## config.mk

```make
export PLATFORM = sky130hd
export DESIGN_NAME = pcr_div_cell
export DESIGN_NICKNAME = d
export VERILOG_FILES = /design/src/hdl/particle_constraint_resolver_assert.svh /design/src/hdl/pcr_pkg.sv /design/src/hdl/pcr_div_cell.sv
export SDC_FILE = /design/constraint.sdc
export NUM_CORES = 1
export LEC_CHECK = 0
export ABC_CLOCK_PERIOD_IN_PS = 4600
export CAP_MARGIN = 5
export CORE_AREA = 2 2 397 399
export CTS_CLUSTER_SIZE = 8
export DETAILED_ROUTE_END_ITERATION = 8
export DIE_AREA = 0 0 399 401
export DONT_BUFFER_PORTS = 1
export PLACE_DENSITY_LB_ADDON = 0.1
export SYNTH_ARGS = -nofsm -noshare
export SYNTH_HDL_FRONTEND = slang
export SYNTH_SLANG_ARGS = --single-unit
```

## constraint.sdc

```tcl
create_clock -name i_clk -period 4.6 [get_ports i_clk]
set_input_delay 0.92 -clock i_clk [delete_from_list [all_inputs] [get_ports i_clk]]
set_output_delay 0.92 -clock i_clk [all_outputs]
set_load 0.02 [all_outputs]
```

## src/hdl/particle_constraint_resolver_assert.svh

```systemverilog
// Assertion macros for the particle constraint resolver.
// Clocked on i_clk, disabled while i_rst_n is low; empty under SYNTHESIS.
`ifndef PARTICLE_CONSTRAINT_RESOLVER_ASSERT_SVH
`define PARTICLE_CONSTRAINT_RESOLVER_ASSERT_SVH
`ifndef SYNTHESIS
`define PCR_ASSERT_IMP(lbl, ante, cons, msg) \
    lbl: assert property (@(posedge i_clk) disable iff (!i_rst_n) (ante) |-> (cons)) \
        else $error(msg);
`define PCR_ASSERT_NXT(lbl, ante, cons, msg) \
    lbl: assert property (@(posedge i_clk) disable iff (!i_rst_n) (ante) |=> (cons)) \
        else $error(msg);
`else
`define PCR_ASSERT_IMP(lbl, ante, cons, msg)
`define PCR_ASSERT_NXT(lbl, ante, cons, msg)
`endif
`endif

```

## src/hdl/pcr_pkg.sv

```systemverilog
// Shared types, codes and helpers of the particle constraint resolver.
// No dependencies; used by the cells and the top level.
package pcr_pkg;

    localparam logic REQ_PAIR  = 1'b0;
    localparam logic REQ_WORLD = 1'b1;

    localparam logic [1:0] IDX_CENTER_X = 2'd0;
    localparam logic [1:0] IDX_CENTER_Y = 2'd1;
    localparam logic [1:0] IDX_RADIUS   = 2'd2;

    localparam logic [30:0] WORLD_RADIUS_RST = 31'd65536;

    // item state carried along the whole chain
    typedef struct packed {
        logic               req_type;
        logic signed [31:0] ax;
        logic signed [31:0] ay;
        logic signed [31:0] bx;
        logic signed [31:0] by;
        logic [23:0]        ar;
        logic [24:0]        rs;
        logic               sgn_x;
        logic               sgn_y;
        logic [32:0]        mag_x;
        logic [32:0]        mag_y;
        logic               hit;
        logic               zero;
        logic               moved;
        logic               degen;
        logic               m_neg;
        logic [30:0]        m_mag;
        logic [33:0]        divisor;
    } t_pay;

    // square root partials: radicand bits still to enter, remainder, root so far
    typedef struct packed {
        logic [65:0] rad;
        logic [34:0] rem;
        logic [32:0] root;
    } t_sq;

    // one divider lane: remainder, dividend bits still to enter, quotient so far
    typedef struct packed {
        logic [34:0] rem;
        logic [31:0] num;
        logic [31:0] quo;
    } t_dl;

    function automatic logic [31:0] sat32(input logic signed [33:0] v);
        logic [31:0] res;
        if (v > 34'sd2147483647) begin
            res = 32'h7FFF_FFFF;
        end else if (v < -34'sd2147483648) begin
            res = 32'h8000_0000;
        end else begin
            res = v[31:0];
        end
        return res;
    endfunction

endpackage

```

## src/hdl/pcr_div_cell.sv

```systemverilog
// One cell of the divider chain: one quotient bit for the x and y lanes.
// Depends on pcr_pkg.
module pcr_div_cell import pcr_pkg::*; (
    input  logic      i_clk,
    input  logic      i_rst_n,
    input  logic      i_en,
    input  logic      i_valid,
    input  t_pay      i_pay,
    input  t_dl [1:0] i_dl,
    output logic      o_valid,
    output t_pay      o_pay,
    output t_dl [1:0] o_dl
);

    logic        r_valid;
    t_pay        r_pay;
    t_dl [1:0]   r_dl;
    t_dl [1:0]   n_dl;
    logic [34:0] w_rem2 [2];

    always_comb begin
        for (int k = 0; k < 2; k++) begin
            w_rem2[k]     = {i_dl[k].rem[33:0], i_dl[k].num[31]};
            n_dl[k].num   = {i_dl[k].num[30:0], 1'b0};
            if (w_rem2[k] >= {1'b0, i_pay.divisor}) begin
                n_dl[k].rem = w_rem2[k] - {1'b0, i_pay.divisor};
                n_dl[k].quo = {i_dl[k].quo[30:0], 1'b1};
            end else begin
                n_dl[k].rem = w_rem2[k];
                n_dl[k].quo = {i_dl[k].quo[30:0], 1'b0};
            end
        end
    end

    always_ff @(posedge i_clk) begin
        if (!i_rst_n) begin
            r_valid <= 1'b0;
        end else if (i_en) begin
            r_valid <= i_valid;
        end
    end

    always_ff @(posedge i_clk) begin
        if (i_en) begin
            r_pay <= i_pay;
            r_dl  <= n_dl;
        end
    end

    assign o_valid = r_valid;
    assign o_pay   = r_pay;
    assign o_dl    = r_dl;

endmodule
```

Word-level counts from Yosys, hierarchy flattened
Cells that the tools add are included.
{"block": "totals", "register_bits": 513, "inputBits": 518, "out_inout_bits": 515}
{"block": "op_classes", "n_addsub": 2, "n_lt_le_gt_ge": 2, "muxes": 4}
{"operator": "$ge A35 B34 Y1", "n": 2}
{"operator": "$mux W35", "n": 2}
{"operator": "$sub A35 B34 Y35", "n": 2}
{"operator": "$mux W1", "n": 2}

Logic depth before layout (Yosys ltp)
{"block": "logic_depth", "ltp_word": 2, "mapped_depth": 14}

Worst setup path before layout
No wires, ideal clock.
{"block": "synth_path", "path_type": "input-to-reg", "start": "in i_pay[19] (netlist name)", "end": "reg r_dl (netlist bit o_dl[76]) (data pin)", "setup_ns": 0.260, "t_arrival_ns": 3.549, "setup_slack_ns": 0.791, "stages": 12, "cell_sequence": "inv_1 ha_1 and2_4 a221o_1 a31oi_1 o22a_2 o311ai_4 or4_4 a31o_1 buf_6 buf_8 mux2_4"}
{"element": "from (decl)", "line": "pcr_div_cell.sv:8", "source": "input t_pay i_pay,"}
{"element": "to (signal assigned)", "line": "pcr_div_cell.sv:46", "source": "r_dl <= n_dl;"}
{"element": "to (decl)", "line": "pcr_div_cell.sv:17", "source": "t_dl [1:0] r_dl;"}

==> impl_results.md <==
- Pin count of the biggest net entering global routing: 514
- FF-to-FF End: o_valid
- Antenna Nets Post-Route: 0
- Clk sink count: 513
- Worst-margin pin slew: 1.53 ns
- Critical path depth: 13
- Core area: 0.156 mm²
- Kind of start point of the critical path: primary input
- Static Leakage: 8.29 nW
- Req. time, crit path: 4.98 ns
- Final #Nets: 1848
- CTS-repair resized insts: 0
- Top delay family on crit path: simple AND/OR/NAND/NOR gates
- Slowest CP cell: or4_4
- Max IR drop VDD: 229 µV
- Post-synth cell types: 66
- CP Capture Point: o_dl[78]
- Worst-path maximum fanout: 21
- Slew Limit Fails: 44
- Hold_buf cts: 0
- I/O Buffers: 0
- Crit path from: i_pay[1]
- Cell taking the most area after synthesis: edfxtp_1
- Post-Syn Area: 0.0199 mm²
- WS Path Type: in2reg
- Yosys reg bits: 513
- Area share of the largest cell type after synthesis: 0.775
- Initial antenna violation count: 86
- Top post-synthesis cells by area: edfxtp_1, ha_1, a21oi_1
- Average size of a mapped cell: 16.8 µm²
- Final setup viols: 0
- CTS Buf Count: 79
- Critical path endpoint category: register
- Fmax: 0.278 GHz
- Post-synth EDFFs: 512
- Worst-skew pair later-pin latency: 0.66 ns
- Synth warn: 0
- Residual DRC: 0
- Clk buf depth: 3
- Gpl congestion: 0.789
- Vias in the first global route: 11500
- Top FF cell, synth: edfxtp_1
- Slew headroom: -0.0185
- DPL Wire Length: 88700 µm
- Die Ht: 401 µm
- R2R Path Start: o_valid
- CTS Root Buffer Type: clkbuf_16
- Worst clock skew: 0 ns
- DRT iter0 DRCs: 879
- Status: finished with violations
- Fin crit share: 0.782
- Tot Pwr: 12.9 mW
- Via count: 11400
- Hold WC Path Type: in2reg
- Setup slack, reg-to-reg: 3.75 ns
- Area growth syn-to-layout: 24.8%
- Critical path buffer and inverter count: 3
- Mapped Cells: 1179
- CTS tree: yes
- Setup TNS: 0 ns
- Setup Buffers After CTS: 0
- Crit-path cells: inv_1 > ha_1 > nand2b_1 > a21oi_1 > o31a_1 > nor2_1 > o311ai_4 > or4_4 > a31o_2 > buf_12 > buf_4 > nor2_1 > a21oi_1
- Die width: 399 µm
- Htree depth: 3
- TritonRoute pass-1 iters: 5
- First-pass GRT wire length: 134000 µm
- Initial core utilization: 0.128
- RSZ-0062 raised after global routing: no
- # IOs: 1033
- Seq/Total Area, Yosys: 0.776
- Total GRT Usage: 0.130
- Final Hold Vio Count: 0
- Die ar.: 0.160 mm²
- Max Cap Viol: 0
- PD cells: 520 mW/mm²
- Failing checks: max-slew violations
- Final wirelength: 110000 µm
- Fraction of layout cells with a size suffix above 1: 0.119
- Rows: 145
- Gr ovfl total: 0
- R2R depth: 2
- Post-DR vias/cell: 3.38
- CTS clk-pin slew, worst paths: 0.05 ns
- Post-synth ARST share: 0
- CP arrival: 3.98 ns
- Drt wl/cell: 32.6 µm
- Clock period minus worst slack: 3.60 ns
- CP max stage delay: 0.56 ns
metal layers:
layer  global-route usage  share of wire  wire (µm)
met5                    0         0.0019        203
met4               0.0375          0.022       2450
met3               0.0718           0.14      14900
met2                0.227           0.50      54700
met1                0.133           0.34      37300
power breakdown:
group          internal [mW]  switching [mW]  total [mW]
Combinational          0.343           0.487       0.831
Clock                   3.14            2.29        5.42
Sequential              5.70           0.942        6.64
Total                   9.18            3.72        12.9
worst register-to-register path: stages (launching register included):
cell	delay, ns
dfxtp_1	0.51
mux2i_1	0.12
nor2b_1	0.15
cell usage in the layout (no fill, tap or decap), types with 3 or more instances in the layout:
cell	synthesis	final
clkbuf_16	0	79
nand2_1	39	39
inv_1	54	54
a31oi_1	12	12
nor4_1	4	4
xnor2_1	45	45
and3_1	7	7
mux2_2	16	16
clkbuf_1	17	3
a21oi_1	102	102
and2_1	3	3
o21a_1	3	3
clkinv_2	0	7
o21bai_1	12	12
xor2_1	19	19
diode_2	0	24
a21o_1	25	25
clkinv_1	0	4
a2111oi_0	3	3
o21ai_0	38	38
mux2_4	7	7
nor2b_1	4	4
o211ai_1	7	7
nand3_1	22	22
ha_1	68	68
o22ai_1	4	4
nand2b_1	4	4
or3_1	4	4
nor2_1	74	74
buf_4	2	24
edfxtp_1	512	512
a211oi_1	6	6
nand4_1	8	8
a31o_2	2	3
nor3_1	5	5
and4_1	3	3
registers in the layout (all words and copies together) (netlist names):
name	flops
o_pay	316
o_dl	196
o_valid	1
cell usage after synthesis, drive strengths merged (4+ instances only):
cell type / instances
a21o: 25
and3: 7
a31oi: 12
a21oi: 103
nor4: 4
buf: 10
nor2b: 4
o211ai: 7
a211oi: 6
and2: 4
inv: 54
nand4: 8
o21ai: 40
or3: 4
nand2: 39
nor3: 5
o22ai: 4
nand3: 22
mux2: 23
edfxtp: 512
ha: 68
nand2b: 4
xor2: 19
nor2: 74
o21bai: 12
clkbuf: 17
xnor2: 45
cell type report:
| class | count | area [µm²] |
|---|---|---|
| clock buffers | 82 | 1990 |
| well taps | 2058 | 2570 |
| multi-input cells | 586 | 4110 |
| clock inverters | 20 | 229 |
| fillers | 17000 | 131000 |
| diodes | 24 | 60.1 |
| flip-flops and latches | 513 | 15400 |
| inverters | 54 | 203 |
| repair buffers | 26 | 220 |
cells by family after synthesis:
family          count (synthesis)  synth area share
xor+xnor                       64            0.0282
flops                         513             0.776
simple gates                  187            0.0444
compound gates                239            0.0743
other cells                     1          0.000189
buf+inv                        81            0.0176
fa+ha+maj                      70            0.0449
mux                            24            0.0149
how the worst min path moves through the flow:
stage | from | to | slack, ns | cells after the start
3_5_place_dp | o_valid | o_valid | 0.70 | 2
6_report | i_dl[49] | o_dl[50] | 0.33 | 0
5_1_grt | i_pay[3] | o_pay[3] | 0.27 | 0
2_1_floorplan | o_valid | o_valid | 0.59 | 2
3_3_place_gp | o_valid | o_valid | 0.71 | 2
4_1_cts | i_pay[299] | o_pay[299] | 0.24 | 0
per-stage QoR:
step	hold slack [ns]	cell area, µm²	util	worst slack (ns)	instances
floorplan	0.589	19900	-	0.791	1180
finish	0.332	24800	0.159	1.00	3363
detailed placement	0.704	22500	0.145	0.294	3237
global placement	0.709	22500	0.145	0.304	3237
global route	0.274	24700	0.159	0.843	3348
CTS	0.241	24700	0.159	1.06	3339
Note: power is estimated with default switching activity, not from simulation.
