`src/hdl/particle_constraint_resolver_assert.svh`:
```
// Assertion macros for the particle constraint resolver.
// Clocked on i_clk, disabled while i_rst_n is low; empty under SYNTHESIS.
`ifndef PARTICLE_CONSTRAINT_RESOLVER_ASSERT_SVH
`define PARTICLE_CONSTRAINT_RESOLVER_ASSERT_SVH
`ifndef SYNTHESIS
`define PCR_ASSERT_IMP(lbl, ante, cons, msg) \
    lbl: assert property (@(posedge i_clk) disable iff (!i_rst_n) (ante) |-> (cons)) \
        else $error(msg);
`define PCR_ASSERT_NXT(lbl, ante, cons, msg) \
    lbl: assert property (@(posedge i_clk) disable iff (!i_rst_n) (ante) |=> (cons)) \
        else $error(msg);
`else
`define PCR_ASSERT_IMP(lbl, ante, cons, msg)
`define PCR_ASSERT_NXT(lbl, ante, cons, msg)
`endif
`endif

```
`src/hdl/pcr_pkg.sv`:
```
// Shared types, codes and helpers of the particle constraint resolver.
// No dependencies; used by the cells and the top level.
package pcr_pkg;

    localparam logic REQ_PAIR  = 1'b0;
    localparam logic REQ_WORLD = 1'b1;

    localparam logic [1:0] IDX_CENTER_X = 2'd0;
    localparam logic [1:0] IDX_CENTER_Y = 2'd1;
    localparam logic [1:0] IDX_RADIUS   = 2'd2;

    localparam logic [30:0] WORLD_RADIUS_RST = 31'd65536;

    // item state carried along the whole chain
    typedef struct packed {
        logic               req_type;
        logic signed [31:0] ax;
        logic signed [31:0] ay;
        logic signed [31:0] bx;
        logic signed [31:0] by;
        logic [23:0]        ar;
        logic [24:0]        rs;
        logic               sgn_x;
        logic               sgn_y;
        logic [32:0]        mag_x;
        logic [32:0]        mag_y;
        logic               hit;
        logic               zero;
        logic               moved;
        logic               degen;
        logic               m_neg;
        logic [30:0]        m_mag;
        logic [33:0]        divisor;
    } t_pay;

    // square root partials: radicand bits still to enter, remainder, root so far
    typedef struct packed {
        logic [65:0] rad;
        logic [34:0] rem;
        logic [32:0] root;
    } t_sq;

    // one divider lane: remainder, dividend bits still to enter, quotient so far
    typedef struct packed {
        logic [34:0] rem;
        logic [31:0] num;
        logic [31:0] quo;
    } t_dl;

    function automatic logic [31:0] sat32(input logic signed [33:0] v);
        logic [31:0] res;
        if (v > 34'sd2147483647) begin
            res = 32'h7FFF_FFFF;
        end else if (v < -34'sd2147483648) begin
            res = 32'h8000_0000;
        end else begin
            res = v[31:0];
        end
        return res;
    endfunction

endpackage

```
`src/hdl/pcr_sqrt_cell.sv`:
```
// One cell of the square root chain: settles one root bit per cell.
// Depends on pcr_pkg.
module pcr_sqrt_cell import pcr_pkg::*; (
    input  logic i_clk,
    input  logic i_rst_n,
    input  logic i_en,
    input  logic i_valid,
    input  t_pay i_pay,
    input  t_sq  i_sq,
    output logic o_valid,
    output t_pay o_pay,
    output t_sq  o_sq
);

    logic        r_valid;
    t_pay        r_pay;
    t_sq         r_sq;
    t_sq         n_sq;
    logic [36:0] w_rem2;
    logic [36:0] w_trial;

    always_comb begin
        w_rem2   = {i_sq.rem, i_sq.rad[65:64]};
        w_trial  = {2'b00, i_sq.root, 2'b01};
        n_sq.rad = {i_sq.rad[63:0], 2'b00};
        if (w_rem2 >= w_trial) begin
            n_sq.rem  = 35'(w_rem2 - w_trial);
            n_sq.root = {i_sq.root[31:0], 1'b1};
        end else begin
            n_sq.rem  = w_rem2[34:0];
            n_sq.root = {i_sq.root[31:0], 1'b0};
        end
    end

    always_ff @(posedge i_clk) begin
        if (!i_rst_n) begin
            r_valid <= 1'b0;
        end else if (i_en) begin
            r_valid <= i_valid;
        end
    end

    always_ff @(posedge i_clk) begin
        if (i_en) begin
            r_pay <= i_pay;
            r_sq  <= n_sq;
        end
    end

    assign o_valid = r_valid;
    assign o_pay   = r_pay;
    assign o_sq    = r_sq;

endmodule

```
`config.mk`:
```
export PLATFORM = sky130hd
export DESIGN_NAME = pcr_sqrt_cell
export DESIGN_NICKNAME = d
export VERILOG_FILES = /design/src/hdl/particle_constraint_resolver_assert.svh /design/src/hdl/pcr_pkg.sv /design/src/hdl/pcr_sqrt_cell.sv
export SDC_FILE = /design/constraint.sdc
export NUM_CORES = 1
export LEC_CHECK = 0
export BUFFER_PORTS_ARGS = -buffer_cell sky130_fd_sc_hd__buf_2
export CORE_AREA = 2 2 355 357
export DETAILED_ROUTE_END_ITERATION = 12
export DIE_AREA = 0 0 357 359
export HOLD_SLACK_MARGIN = 0.06
export MAX_ROUTING_LAYER = met4
export PLACE_DENSITY = 0.33
export SYNTH_ARGS = -nofsm -noshare
export SYNTH_HDL_FRONTEND = slang
export SYNTH_SLANG_ARGS = --single-unit
```
`constraint.sdc`:
```
create_clock -name i_clk -period 3.25 [get_ports i_clk]
set_clock_uncertainty 0.15 [all_clocks]
set_input_delay 0.325 -clock i_clk [delete_from_list [all_inputs] [get_ports i_clk]]
set_output_delay 0.325 -clock i_clk [all_outputs]
set_load 0.03 [all_outputs]
```
# Word level (Yosys, flattened, before mapping)
# Index checks and enable logic that the tools add are counted.
# totals
ff_bits,449
input_bits,454
word_cells,25
output_inout_bits,451
# op_classes
n_mux,1
magnitude_cmp,1
n_addsub,1
# op_table
cell,count
2-to-1 mux 68 bit,1
greater-or-equal comparator 37 x 35 -> 1 bit,1
subtractor 35 bit,1

# Longest topological paths before layout
# Gate-level depths: netlist of the first run.
# depth
ltp_word,2
depth_mapped,14
depth_no_buf,11

# Worst setup path before layout of the first run
# Ideal clock, no wire load.
# synth_path
path_type,in2reg
start,input i_sq[9] (netlist name)
end,"register r_sq, in the netlist o_sq[50] (data pin)"
t_arrival_ps,2621
path_slack_ps,219
cell_stages,11
setup_ps,260
t_required_ps,2840
n_path_buf,2
path_cell_list,inv_1 ha_1 buf_2 nand2_1 or3_1 or4_1 o31a_1 o21ai_2 o211ai_2 buf_6 mux2_4
# synth_rtl
element,line_no,text
from (decl),pcr_sqrt_cell.sv:9,"input t_sq i_sq,"
to (signal assigned),pcr_sqrt_cell.sv:46,r_sq <= n_sq;
to (decl),pcr_sqrt_cell.sv:17,t_sq r_sq;

==> metrics.md, run 1 <==
| Metric | Value |
|---|---|
| Hpwl dp | between 60 and 70 mm |
| DRT antenna net count | 0 |
| Worst-skew pair later-pin latency | 670 ps |
| Vias in the first global route | approximately 14000 |
| Final setup viols | 0 |
| Crit start category | input pin |
| Yosys cell types | 48 |
| Root Buffer | clkbuf_16 |
| GR Overflow Total | 0 |
| Crit path capture type | flip-flop |
| I/O Buffers | roughly 900 |
| Routed via count | 13400 |
| Area Overhead vs Synth | 87.3% |
| Final core utilization | a little under a quarter |
| Non-Filler Instances | 4020 |
| Tot Pwr | ~17 mW |
| Ys async rst share | 0% |
| TritonCTS Buffers | 58 |
| Adder-cell share of the synthesized area | under 10% |
| Post-synthesis compound-gate area fraction | 5.37% |
| Starting density of the core | between 10% and 20% |
| Initial antenna violation count | 26 |
| Top delay family on crit path | simple AND/OR/NAND/NOR gates |
| Slowest stage delay, CP | approximately 590 ps |
| Largest net degree at the start of global routing | 65 |
| Post-synthesis sequential area ratio | 85.0% |
| CP cell instances | dlygate4sd3_1, buf_2, inv_1, ha_1, nand2_1, or3_4, or4_1, o31a_1, nand2_1, o211ai_4, buf_6, clkbuf_16, nand2_1, o21ai_1 |
| Commonest register cell after synthesis | edfxtp_1 |
| Worst EP arrival | between 3000 and 4000 ps |
| Crit share post-route | between 90% and 100% |
| Number of I/O pins | roughly 910 |
| # rows | 130 |
| Max-slew headroom | between 50% and 60% |
| Unrepaired setup endpoints after global routing | yes |
| Leakage | ~12 nW |
| GP Congestion | a little over 0.8 |
| Worst r2r path cells | 3 |
| Number of flops mapped to enable cells by yosys | between 400 and 500 |
| Largest family of logic cells by synthesized area | compound AO/OA/AOI/OAI gates |
| Clock transition at path regs | ~60 ps |
| Max cap viols | 0 |
| Die area | roughly 130000 µm² |
| Fin nets | 2792 |
| TritonCTS clock tree | done |
| Post-Syn Area per Cell | 19.1 µm² |
| Slew Viols, Final | 0 |
| Sum Neg Setup Slack | 0 ps |
| DIE WIDTH | between 300 and 400 µm |
| Clock Tree Buf Depth | 3 |
| Pre-antenna DRT Iters | 5 |
| Layout cells sized above 1 | a little under half |
| Worst Max-Slew Pin Slew | about 660 ps |
| Post-synthesis xor/xnor area fraction | 1.82% |
| Fin crit period | around 3100 ps |
| Worst hold slack | between 100 and 150 ps |
| Hold/Removal Path Class | input pin to flip-flop |
| First-pass GRT wire length | between 100 and 150 mm |
| Worst path depth | 14 |
| First DRT Iteration DRCs | between 600 and 700 |
| Die height | roughly 360 µm |
| F_max | approximately 320 MHz |
| Peak supply drop | approximately 390 µV |
| CP max-delay cell | dlygate4sd3_1 |
| GR Util All Layers | ~12% |
| Power Density | around 580 nW/µm² |
| WL/cell | between 15 and 20 µm |
| Final hold violation count | 0 |
| Max Fanout on Critical Path | 14 |
| Vias per Instance | 3.33 |
| CP bufs+invs | 5 |
| Remaining DRCs | 0 |
| Status | complete, no violations |
| Seq cells post-synth | roughly 450 |
| Core box area | 125000 µm² |
| CTS sink count | between 400 and 500 |
| Routed WL | 78.5 mm |
| WS Path Type | input pin to flip-flop |
| Critical Path RT | 3510 ps |
| Post-Synthesis Cells | 828 |
| H-tree depth | 2 |
| Synth Cell Area | between 15000 and 20000 µm² |
| CP most frequent cell | nand2_1 |
| Simple-gate share of the synthesized area | about 3.2% |
| Worst hold stages | 4 |
| Placed cell count | 3434 |
| Yosys warning total | 0 |
| Post-synthesis mux area share | 0.221% |
## tightest hold or removal path: stages
cell            delay [ps]
dlymetal6s4s_1         230
buf_2                  150
nand2_1                 50
o21ai_1                 60
## logic make-up after synthesis
| logic type | count (synthesis) |
|---|---|
| compound gates | 136 |
| xor+xnor | 33 |
| fa+ha+maj | 35 |
| buf+inv | 57 |
| flops | 449 |
| mux | 3 |
| other cells | 1 |
| simple gates | 114 |
## placed cells by master (no fill, tap or decap), types with 3 or more instances in the layout
master / Yosys / layout
clkinv_4: 0 / 3
dlymetal6s4s_1: 0 / 5
bufinv_16: 0 / 8
o21a_1: 4 / 4
o21bai_1: 6 / 6
a21oi_1: 37 / 35
and3_1: 4 / 4
clkinv_2: 0 / 11
inv_1: 43 / 42
nand4_1: 5 / 5
diode_2: 0 / 17
o21ai_0: 13 / 13
clkbuf_16: 0 / 60
clkinvlp_4: 0 / 8
buf_4: 2 / 61
buf_2: 2 / 901
o21ai_1: 29 / 29
nand2_1: 59 / 59
buf_12: 0 / 8
edfxtp_1: 448 / 448
nand3_1: 8 / 8
o211ai_1: 6 / 6
clkbuf_1: 6 / 7
ha_1: 35 / 34
xor2_1: 17 / 17
clkinv_1: 0 / 10
a21o_1: 19 / 19
dlygate4sd3_1: 0 / 447
nor3_1: 5 / 4
xnor2_1: 16 / 16
nor2_1: 21 / 21
## final timing paths
kind | slack [ps] | endpoint | from
worst max register to register | 1960 | o_valid | o_valid
worst min register to register | 920 | o_valid | o_valid
worst max-delay path | 130 | o_sq[49] | i_sq[7]
worst min-delay path | 120 | o_sq[43] | i_sq[41]
## cell type report
type,instances,area [µm²]
antenna,17,42.5
inverter,43,161
fill,13300,94900
clock buffer,65,1480
tap,1650,2060
multi-input combinational,323,2170
sequential,449,13500
timing repair buffer,1428,9770
clock inverter,45,513
## registers in the layout (all words and copies together) (netlist names)
signal   flops
o_pay      316
o_sq       132
o_valid      1
## layer usage
metal  GRT usage (%)  share of wire [%]  vias up
met3            3.38                7.3      116
met2            20.4                 49      558
met1            13.2                 39     6522
li1                -                  -     6171
met5               -                  0        -
met4            4.70                3.9        0
## metrics by stage
| step | cell area, µm² | setup WS [ps] |
|---|---|---|
| 6_report | 29700 | 127 |
| 5_1_grt | 29700 | -79.0 |
| 4_1_cts | 29500 | 5.21 |
| 3_5_place_dp | 23000 | -125 |
| 3_3_place_gp | 23000 | -90.4 |
| 2_1_floorplan | 15800 | 219 |
## cell usage after synthesis (2+ instances only)
cell | n | area share, %
edfxtp_1 | 448 | 85
nand2_1 | 59 | 1.4
inv_1 | 43 | 1.0
a21oi_1 | 37 | 1.2
ha_1 | 35 | 2.8
o21ai_1 | 29 | 0.92
nor2_1 | 21 | 0.50
a21o_1 | 19 | 0.90
xor2_1 | 17 | 0.94
xnor2_1 | 16 | 0.88
o21ai_0 | 13 | 0.41
nand3_1 | 8 | 0.25
clkbuf_1 | 6 | 0.14
o211ai_1 | 6 | 0.28
o21bai_1 | 6 | 0.28
nand4_1 | 5 | 0.20
nor3_1 | 5 | 0.16
and3_1 | 4 | 0.16
buf_6 | 4 | 0.28
o21a_1 | 4 | 0.19
a211oi_1 | 3 | 0.14
o31ai_1 | 3 | 0.14
or3_1 | 3 | 0.12
a31o_2 | 2 | 0.11
a31oi_1 | 2 | 0.079
buf_2 | 2 | 0.063
buf_4 | 2 | 0.095
mux2i_1 | 2 | 0.13
nand2b_1 | 2 | 0.079
nor2b_1 | 2 | 0.079
nor4_1 | 2 | 0.079
o31a_1 | 2 | 0.11
## power breakdown
part | internal [mW] | switching (mW) | leakage, nW
clock network | 3.93 | 2.75 | 0.947
registers | 6.96 | 0.180 | 4.39
logic | 1.20 | 2.07 | 7.06
## what timing repair did
action | 4_1_cts | 5_1_grt
hold buffers | 450 | 2
hold endpoints to repair | 487 | 2
gates resized for setup | 0 | 18
endpoints found under the setup margin | 0 | 36
setup buffers | 0 | 5
No activity file was read; power rests on OpenSTA's default activity.
==> run 2: changes to the inputs <==
--- a/config.mk
+++ b/config.mk
@@ -5,13 +5,13 @@
 export SDC_FILE = /design/constraint.sdc
 export NUM_CORES = 1
 export LEC_CHECK = 0
-export BUFFER_PORTS_ARGS = -buffer_cell sky130_fd_sc_hd__buf_2
 export CORE_AREA = 2 2 355 357
 export DETAILED_ROUTE_END_ITERATION = 12
 export DIE_AREA = 0 0 357 359
+export DONT_BUFFER_PORTS = 1
 export HOLD_SLACK_MARGIN = 0.06
 export MAX_ROUTING_LAYER = met4
-export PLACE_DENSITY = 0.33
+export PLACE_DENSITY = 0.3
 export SYNTH_ARGS = -nofsm -noshare
 export SYNTH_HDL_FRONTEND = slang
 export SYNTH_SLANG_ARGS = --single-unit
==> run 2 against run 1 <==
Compared with the run above: critical endpoint is now o_sq[62]; core utilization fell by 3.9 points; power fell by 6.0%; critical path depth fell by 4; combinational power fell by 64%; clock power fell by 3%; the flow now finishes with violations (hold timing).
==> metrics.md, run 2 (synthesis gave the netlist of run 1 again) <==
| Metric | Value |
|---|---|
| Area Overhead vs Synth | 56.2% |
| Most common cell after layout, fill and taps aside | dlygate4sd3_1 |
| Fin crit period | approximately 3100 ps |
| Clock transition at path regs | roughly 70 ps |
| Largest net degree at the start of global routing | 450 |
| Critical Path RT | approximately 3500 ps |
| CP most frequent cell | nand2_1 |
| Crit path capture type | flip-flop |
| TritonCTS clock tree | done |
| Hold/Removal Path Class | input pin to flip-flop |
| Commonest cells after routing, fill and taps aside | dlygate4sd3_1 (450), edfxtp_1 (448), nand2_1 (59) |
| Worst hold stages | 0 |
| Net Sw Power | about 4.6 mW |
| TritonCTS Buffers | 56 |
| Final hold violation count | 173 |
| Max reg flops | around 320 |
| Worst hold slack | -332 ps |
| Net Sw Frac | 28.7% |
| Max-slew headroom | 17.2% |
| Placed cell count | around 2500 |
| F_max | between 300 and 400 MHz |
| Capture point of the worst reg-to-reg path | o_valid |
| Fillers | about 13000 |
| Power Density | 649 nW/µm² |
| Root Buffer | clkbuf_16 |
| Worst r2r path cells | 3 |
| Setup WS pre-CTS | -285 ps |
| Non-Filler Instances | a little over 3000 |
| Placed instance area | ~18000 µm² |
| Slew Viols, Final | 0 |
| Worst EP arrival | ~3400 ps |
| WL/cell | 23.2 µm |
| Slowest stage delay, CP | just under 600 ps |
| Unrepaired setup endpoints after global routing | no |
| H-tree depth | 2 |
| Crit share post-route | 96.2% |
| I/O Buffers | 0 |
| DRT antenna net count | 0 |
| Part of the power in combinational logic | around 7.3% |
| CP cell instances | dlygate4sd3_1, ha_1, nand2_1, or3_1, or4_1, o31a_1, nand2_1, o211ai_4, buf_12, o31ai_1 |
| Leakage | 8.63 nW |
| Remaining DRCs | 0 |
| Vias per Instance | between 3 and 4 |
| CP max-delay cell | dlygate4sd3_1 |
| Tot Pwr | approximately 16 mW |
| Core box area | ~120000 µm² |
| Pre-antenna DRT Iters | 5 |
| # rows | between 100 and 150 |
| Hpwl dp | approximately 53 mm |
| Layout cells sized above 1 | between 10% and 20% |
| Clock Tree Buf Depth | 3 |
| Status | complete, but fails checks |
| GR Util All Layers | between 10% and 20% |
| First-pass GRT wire length | between 90 and 100 mm |
| Die height | about 360 µm |
| R2r setup slk | 1730 ps |
| Die area | 128000 µm² |
| GR Overflow Total | 0 |
| Initial antenna violation count | 19 |
| Max Fanout on Critical Path | 32 |
| Min-Delay Startpoint | i_en |
| Routed via count | 9840 |
| Clock power frac | ~40% |
| CTS sink count | between 400 and 500 |
| Vias in the first global route | between 10000 and 15000 |
| Fin worst setup slack | between 100 and 150 ps |
| Max cap viols | 0 |
| Final setup viols | 0 |
| Final instance area | roughly 25000 µm² |
| Sequential power share | a little over half |
| Peak supply drop | 398 µV |
| DIE WIDTH | between 300 and 400 µm |
| Crit start category | input pin |
| Worst hold endpoint | o_pay[93] |
| GP Congestion | a little under 0.8 |
| Worst-skew pair later-pin latency | about 630 ps |
| Starting density of the core | about an eighth |
| First DRT Iteration DRCs | about 600 |
| Worst Max-Slew Pin Slew | approximately 1200 ps |
| Fin nets | approximately 1900 |
| Failing checks | hold timing |
| Crit path from | i_sq[43] |
| Number of I/O pins | ~900 |
| R2r startpoint | o_valid |
| Routed WL | ~72 mm |
| WS Path Type | input pin to flip-flop |
| Cell Int Power | ~11 mW |
==> run 2: how the worst max path moves through the flow <==
stage                to  slack [ps]  cells after the start
3_3_place_gp   o_sq[61]        -260                     14
4_1_cts        o_sq[62]          60                     10
3_5_place_dp   o_sq[62]        -280                     12
5_1_grt        o_sq[62]          20                     10
6_report       o_sq[62]         120                     10
2_1_floorplan  o_sq[50]         220                     11
==> run 2: layout make-up <==
class | instances | area (µm²) | area share (%)
sequential | 449 | 13500 | 54.4
inverter | 43 | 161 | 0.652
timing repair buffer | 510 | 4980 | 20.1
clock inverter | 36 | 443 | 1.79
multi-input combinational | 323 | 2130 | 8.62
tap | 1650 | 2060 | 8.34
clock buffer | 67 | 1450 | 5.87
antenna | 17 | 42.5 | 0.172
==> run 2: what timing repair did <==
action                                  in CTS  in global routing
buffers inserted                             0                  0
hold buffers                               444                  6
endpoints found under the hold margin      896                313
gates resized for setup                      0                  1
endpoints found under the setup margin       0                  1
==> run 2: power groups by stage <==
| stage | Sequential [mW] | Clock [mW] | Combinational (mW) |
|---|---|---|---|
| 2_1_floorplan | 8.24 | 0 | 0.424 |
| 3_3_place_gp | 8.56 | 0 | 0.695 |
| 3_5_place_dp | 8.54 | 0 | 0.694 |
| 4_1_cts | 8.44 | 6.85 | 1.19 |
| 5_1_grt | 8.44 | 7.05 | 1.28 |
| 6_report | 8.39 | 6.50 | 1.18 |
==> run 2: per-layer routing <==
layer,share of wire (%),vias to the layer above,track usage [%]
met5,0,-,-
met4,1.7,0,2.08
met3,7.7,63,3.44
met2,51,533,18.8
met1,40,4924,12.2
li1,-,4320,-
==> run 2: critical path: cells and delay by family <==
family,cells,cell delay [ps]
AND/OR/NAND/NOR,4,1220
adder cells (fa/ha/maj),1,330
buffers and inverters,2,790
AO/OA/AOI/OAI,3,730
==> run 2: metrics by stage <==
| step | util (%) | TNS (ps) |
|---|---|---|
| 2_1_floorplan | - | 0 |
| 3_3_place_gp | 14.7 | -3290 |
| 3_5_place_dp | 14.7 | -6890 |
| 4_1_cts | 19.8 | 0 |
| 5_1_grt | 19.9 | 0 |
| 6_report | 19.9 | 0 |
==> run 3: changes to the inputs <==
--- a/config.mk
+++ b/config.mk
@@ -5,9 +5,9 @@
 export SDC_FILE = /design/constraint.sdc
 export NUM_CORES = 1
 export LEC_CHECK = 0
-export CORE_AREA = 2 2 355 357
+export CORE_AREA = 2 2 357 359
 export DETAILED_ROUTE_END_ITERATION = 12
-export DIE_AREA = 0 0 357 359
+export DIE_AREA = 0 0 359 361
 export DONT_BUFFER_PORTS = 1
 export HOLD_SLACK_MARGIN = 0.06
 export MAX_ROUTING_LAYER = met4
==> constraint.sdc (replaced) <==
create_clock -name i_clk -period 2.57 [get_ports i_clk]
set_clock_uncertainty 0.15 [all_clocks]
set_input_delay 0.257 -clock i_clk [delete_from_list [all_inputs] [get_ports i_clk]]
set_output_delay 0.257 -clock i_clk [all_outputs]
set_load 0.03 [all_outputs]
==> run 3 against run 2 <==
Compared with the run above: synthesized area stayed put; synthesized cell count did not move; the run now fails in clock tree synthesis.
==> metrics.md, run 3 <==
| Metric | Value |
|---|---|
| Seq cells post-synth | around 450 |
| Largest family of logic cells by synthesized area | compound AO/OA/AOI/OAI gates |
| Post-synthesis sequential area ratio | between 80% and 90% |
| TritonCTS Buffers | 56 |
| Failing step | clock tree synthesis |
| Adder-cell share of the synthesized area | between 2 and 3% |
| Number of flops mapped to enable cells by yosys | 448 |
| Yosys warning total | 0 |
| Post-synthesis compound-gate area fraction | under 10% |
| Post-synthesis xor/xnor area fraction | around 1.8% |
| Starting density of the core | about an eighth |
| # rows | 130 |
| Root Buffer | clkbuf_16 |
| Number of I/O pins | slightly above 900 |
| Count leader, synth | edfxtp_1 |
| Status | did not finish |
| I/O Buffers | 0 |
| CTS sink count | ~450 |
| Stop err | [ERROR RSZ-0060] Max buffer count reached. |
| Die height | around 360 µm |
| Synth Cell Area | approximately 16000 µm² |
| Post-synthesis mux area share | less than 1% |
| Main area contributors after synthesis | edfxtp_1 (85%), ha_1 (2.8%), nand2_1 (1.4%) |
| Hpwl dp | 52.7 mm |
| H-tree depth | 2 |
| Commonest cells in the netlist | edfxtp_1 (448), nand2_1 (59), inv_1 (43), a21oi_1 (37), ha_1 (35) |
| Simple-gate share of the synthesized area | under 10% |
| Clock Tree Buf Depth | 3 |
| Post-Syn Area per Cell | between 15 and 20 µm² |
| Post-CTS Setup Bufs | 0 |
| Commonest register cell after synthesis | edfxtp_1 |
| DIE WIDTH | 359 µm |
| Area leader, netlist | edfxtp_1 |
| Yosys cell types | between 40 and 50 |
| Cts repair resizes | 0 |
| Post-Synthesis Cells | 828 |
| Area share of the largest cell type after synthesis | a little over four fifths |
| Post-CTS Hold Fix Bufs | around 540 |
| Ys async rst share | 0% |
| GP Congestion | around 0.83 |
==> run 3: cell counts after synthesis <==
No cell type changed its count.
==> run 3: per-stage QoR <==
stage	instances	setup slack, ps	hold WS [ps]	util (%)	cell area, µm²
global placement	2568	-686	206	15.0	18800
detailed placement	2568	-655	206	15.0	18800
floorplan	829	-145	206	-	16000
==> run 3: logic make-up after synthesis <==
family          after synthesis
buf+inv                      57
compound gates              136
fa+ha+maj                    35
flops                       449
mux                           3
simple gates                114
other cells                   1
xor+xnor                     33
==> run 4: changes to the inputs <==
--- a/config.mk
+++ b/config.mk
@@ -9,9 +9,7 @@
 export DETAILED_ROUTE_END_ITERATION = 12
 export DIE_AREA = 0 0 359 361
 export DONT_BUFFER_PORTS = 1
-export HOLD_SLACK_MARGIN = 0.06
-export MAX_ROUTING_LAYER = met4
-export PLACE_DENSITY = 0.3
+export PLACE_DENSITY_LB_ADDON = 0.15
 export SYNTH_ARGS = -nofsm -noshare
 export SYNTH_HDL_FRONTEND = slang
 export SYNTH_SLANG_ARGS = --single-unit
==> constraint.sdc (replaced) <==
create_clock -name i_clk -period 3.34 [get_ports i_clk]
set_clock_uncertainty 0.15 [all_clocks]
set_input_delay 0.334 -clock i_clk [delete_from_list [all_inputs] [get_ports i_clk]]
set_output_delay 0.334 -clock i_clk [all_outputs]
set_load 0.03 [all_outputs]
==> run 4 against run 3 <==
Compared with the run above: the flow now finishes, with violations (hold timing).
==> metrics.md, run 4 (synthesis gave the netlist of run 1 again) <==
| Metric | Value |
|---|---|
| Status | complete, but fails checks |
| Failing checks | hold timing |
| Max-slew headroom | approximately a third |
| Commonest cells after routing, fill and taps aside | dlygate4sd3_1 (451), edfxtp_1 (448), nand2_1 (59) |
| Slew Viols, Final | 0 |
| Placed instance area | about 18000 µm² |
| DIE WIDTH | around 360 µm |
| Remaining DRCs | 0 |
| Max Fanout on Critical Path | 26 |
| CP bufs+invs | 3 |
| Crit path capture type | flip-flop |
| Final core utilization | about 20% |
| Capture point of the worst reg-to-reg path | o_valid |
| Die height | around 360 µm |
| Fin nets | around 1900 |
| Final hold violation count | between 150 and 200 |
| Final setup viols | 0 |
| Initial antenna violation count | 14 |
| Largest net degree at the start of global routing | 450 |
| Starting density of the core | between 10 and 15% |
| Crit path from | i_sq[40] |
| DRT antenna net count | 0 |
| Worst path depth | 12 |
| TritonCTS clock tree | done |
| Clock Tree Buf Depth | 3 |
| Crit start category | input pin |
| Most common cell after layout, fill and taps aside | dlygate4sd3_1 |
| GR Overflow Total | 0 |
| WS Path Type | input pin to flip-flop |
| WL/cell | around 23 µm |
| I/O Buffers | 0 |
| Routed via count | 9765 |
| GR Util All Layers | 10.2% |
| Worst-skew pair later-pin latency | 630 ps |
| Worst EP arrival | between 3000 and 4000 ps |
| Die area | between 100000 and 150000 µm² |
| CP endpoint | o_sq[41] |
| Final instance area | about 25000 µm² |
| Leakage | roughly 8.6 nW |
| Core box area | 125000 µm² |
| Slowest stage delay, CP | roughly 670 ps |
| CP most frequent cell | nand2_1 |
| First-pass GRT wire length | 91.8 mm |
| Top delay family on crit path | simple AND/OR/NAND/NOR gates |
| # rows | 130 |
| Max reg flops | ~320 |
| Max cap viols | 0 |
| H-tree depth | 2 |
| R2r setup slk | around 1800 ps |
| Vias in the first global route | around 10000 |
| Routed WL | a little over 70 mm |
| Crit share post-route | around 96% |
| CTS sink count | between 400 and 500 |
| GP Congestion | around 0.73 |
| Area Overhead vs Synth | 55.4% |
| F_max | approximately 310 MHz |
| CP max-delay cell | dlygate4sd3_1 |
| TritonCTS Buffers | 56 |
| CP cell instances | dlygate4sd3_1, ha_1, nand2_1, or3_1, or4_1, o31a_1, nand2_1, o211ai_4, buf_12, buf_12, nand2_1, o21ai_1 |
| Root Buffer | clkbuf_16 |
| Number of I/O pins | around 910 |
| Peak supply drop | around 350 µV |
| Layout cells sized above 1 | around 10% |
| Post-CTS Setup Bufs | 0 |
| First DRT Iteration DRCs | about 610 |
| Sum Neg Setup Slack | 0 ps |
| Power Density | between 600 and 700 nW/µm² |
| Fin crit period | roughly 3200 ps |
| Worst r2r path cells | 3 |
| Hold/Removal Path Class | input pin to flip-flop |
| Critical Path RT | roughly 3600 ps |
| Vias per Instance | 3.18 |
| Pre-antenna DRT Iters | 4 |
| R2r startpoint | o_valid |
| Worst Max-Slew Pin Slew | a little under 1000 ps |
| Clock transition at path regs | 60 ps |
| Worst hold slack | -323 ps |
| Hpwl dp | around 52 mm |
[run 4: worst min-delay path by stage]
stage | startpoint | to | slack [ps] | cells past startpoint
floorplan | i_pay[0] | o_pay[0] | 280 | 0
global route | i_en | o_pay[154] | -400 | 0
global placement | i_pay[139] | o_pay[139] | 280 | 0
detailed placement | i_pay[249] | o_pay[249] | 280 | 0
CTS | i_en | o_pay[121] | -370 | 0
finish | i_en | o_pay[121] | -320 | 0
[run 4: layer usage]
| layer | up-vias | track usage, % | part of all wire [%] |
|---|---|---|---|
| met3 | 89 | 3.75 | 7.9 |
| met2 | 518 | 18.7 | 52 |
| met1 | 4863 | 10.9 | 37 |
| met4 | 6 | 3.18 | 2.9 |
| li1 | 4289 | - | - |
| met5 | - | 0 | 0.040 |
[run 4: area by class of cell]
class,instances,area [µm²]
tap,1650,2060
clock inverter,39,402
antenna,6,15.0
clock buffer,63,1430
timing repair buffer,497,4930
multi-input combinational,323,2150
inverter,43,161
fill,13600,101000
sequential,449,13500
[run 4: power breakdown]
group          switching (mW)  total (mW)  leakage (nW)  internal (mW)
registers                1.34        8.15          4.39           6.82
clock network            2.59        6.08         0.882           3.49
logic                   0.514        1.15          3.29          0.641
[run 4: timing repair]
item,in CTS,in global routing
gates resized for setup,0,4
hold buffers,450,1
endpoints found under the setup margin,0,33
hold endpoints to repair,896,319
[run 4: worst register-to-register path, delay by kind of cell, from the launching register on]
family | cells | cell delay (ps)
flip-flops | 1 | 520
buffers and inverters | 1 | 540
multiplexers | 1 | 120
AND/OR/NAND/NOR | 1 | 130
[run 4: through the flow]
stage	hold slack, ps	setup slack, ps	power [mW]	cells
3_5_place_dp	283	-224	8.96	2510
6_report	-323	120	15.4	3070
3_3_place_gp	283	-256	8.99	2510
4_1_cts	-375	1.52	15.7	3062
2_1_floorplan	283	300	8.43	829
5_1_grt	-397	-14.6	16.0	3066
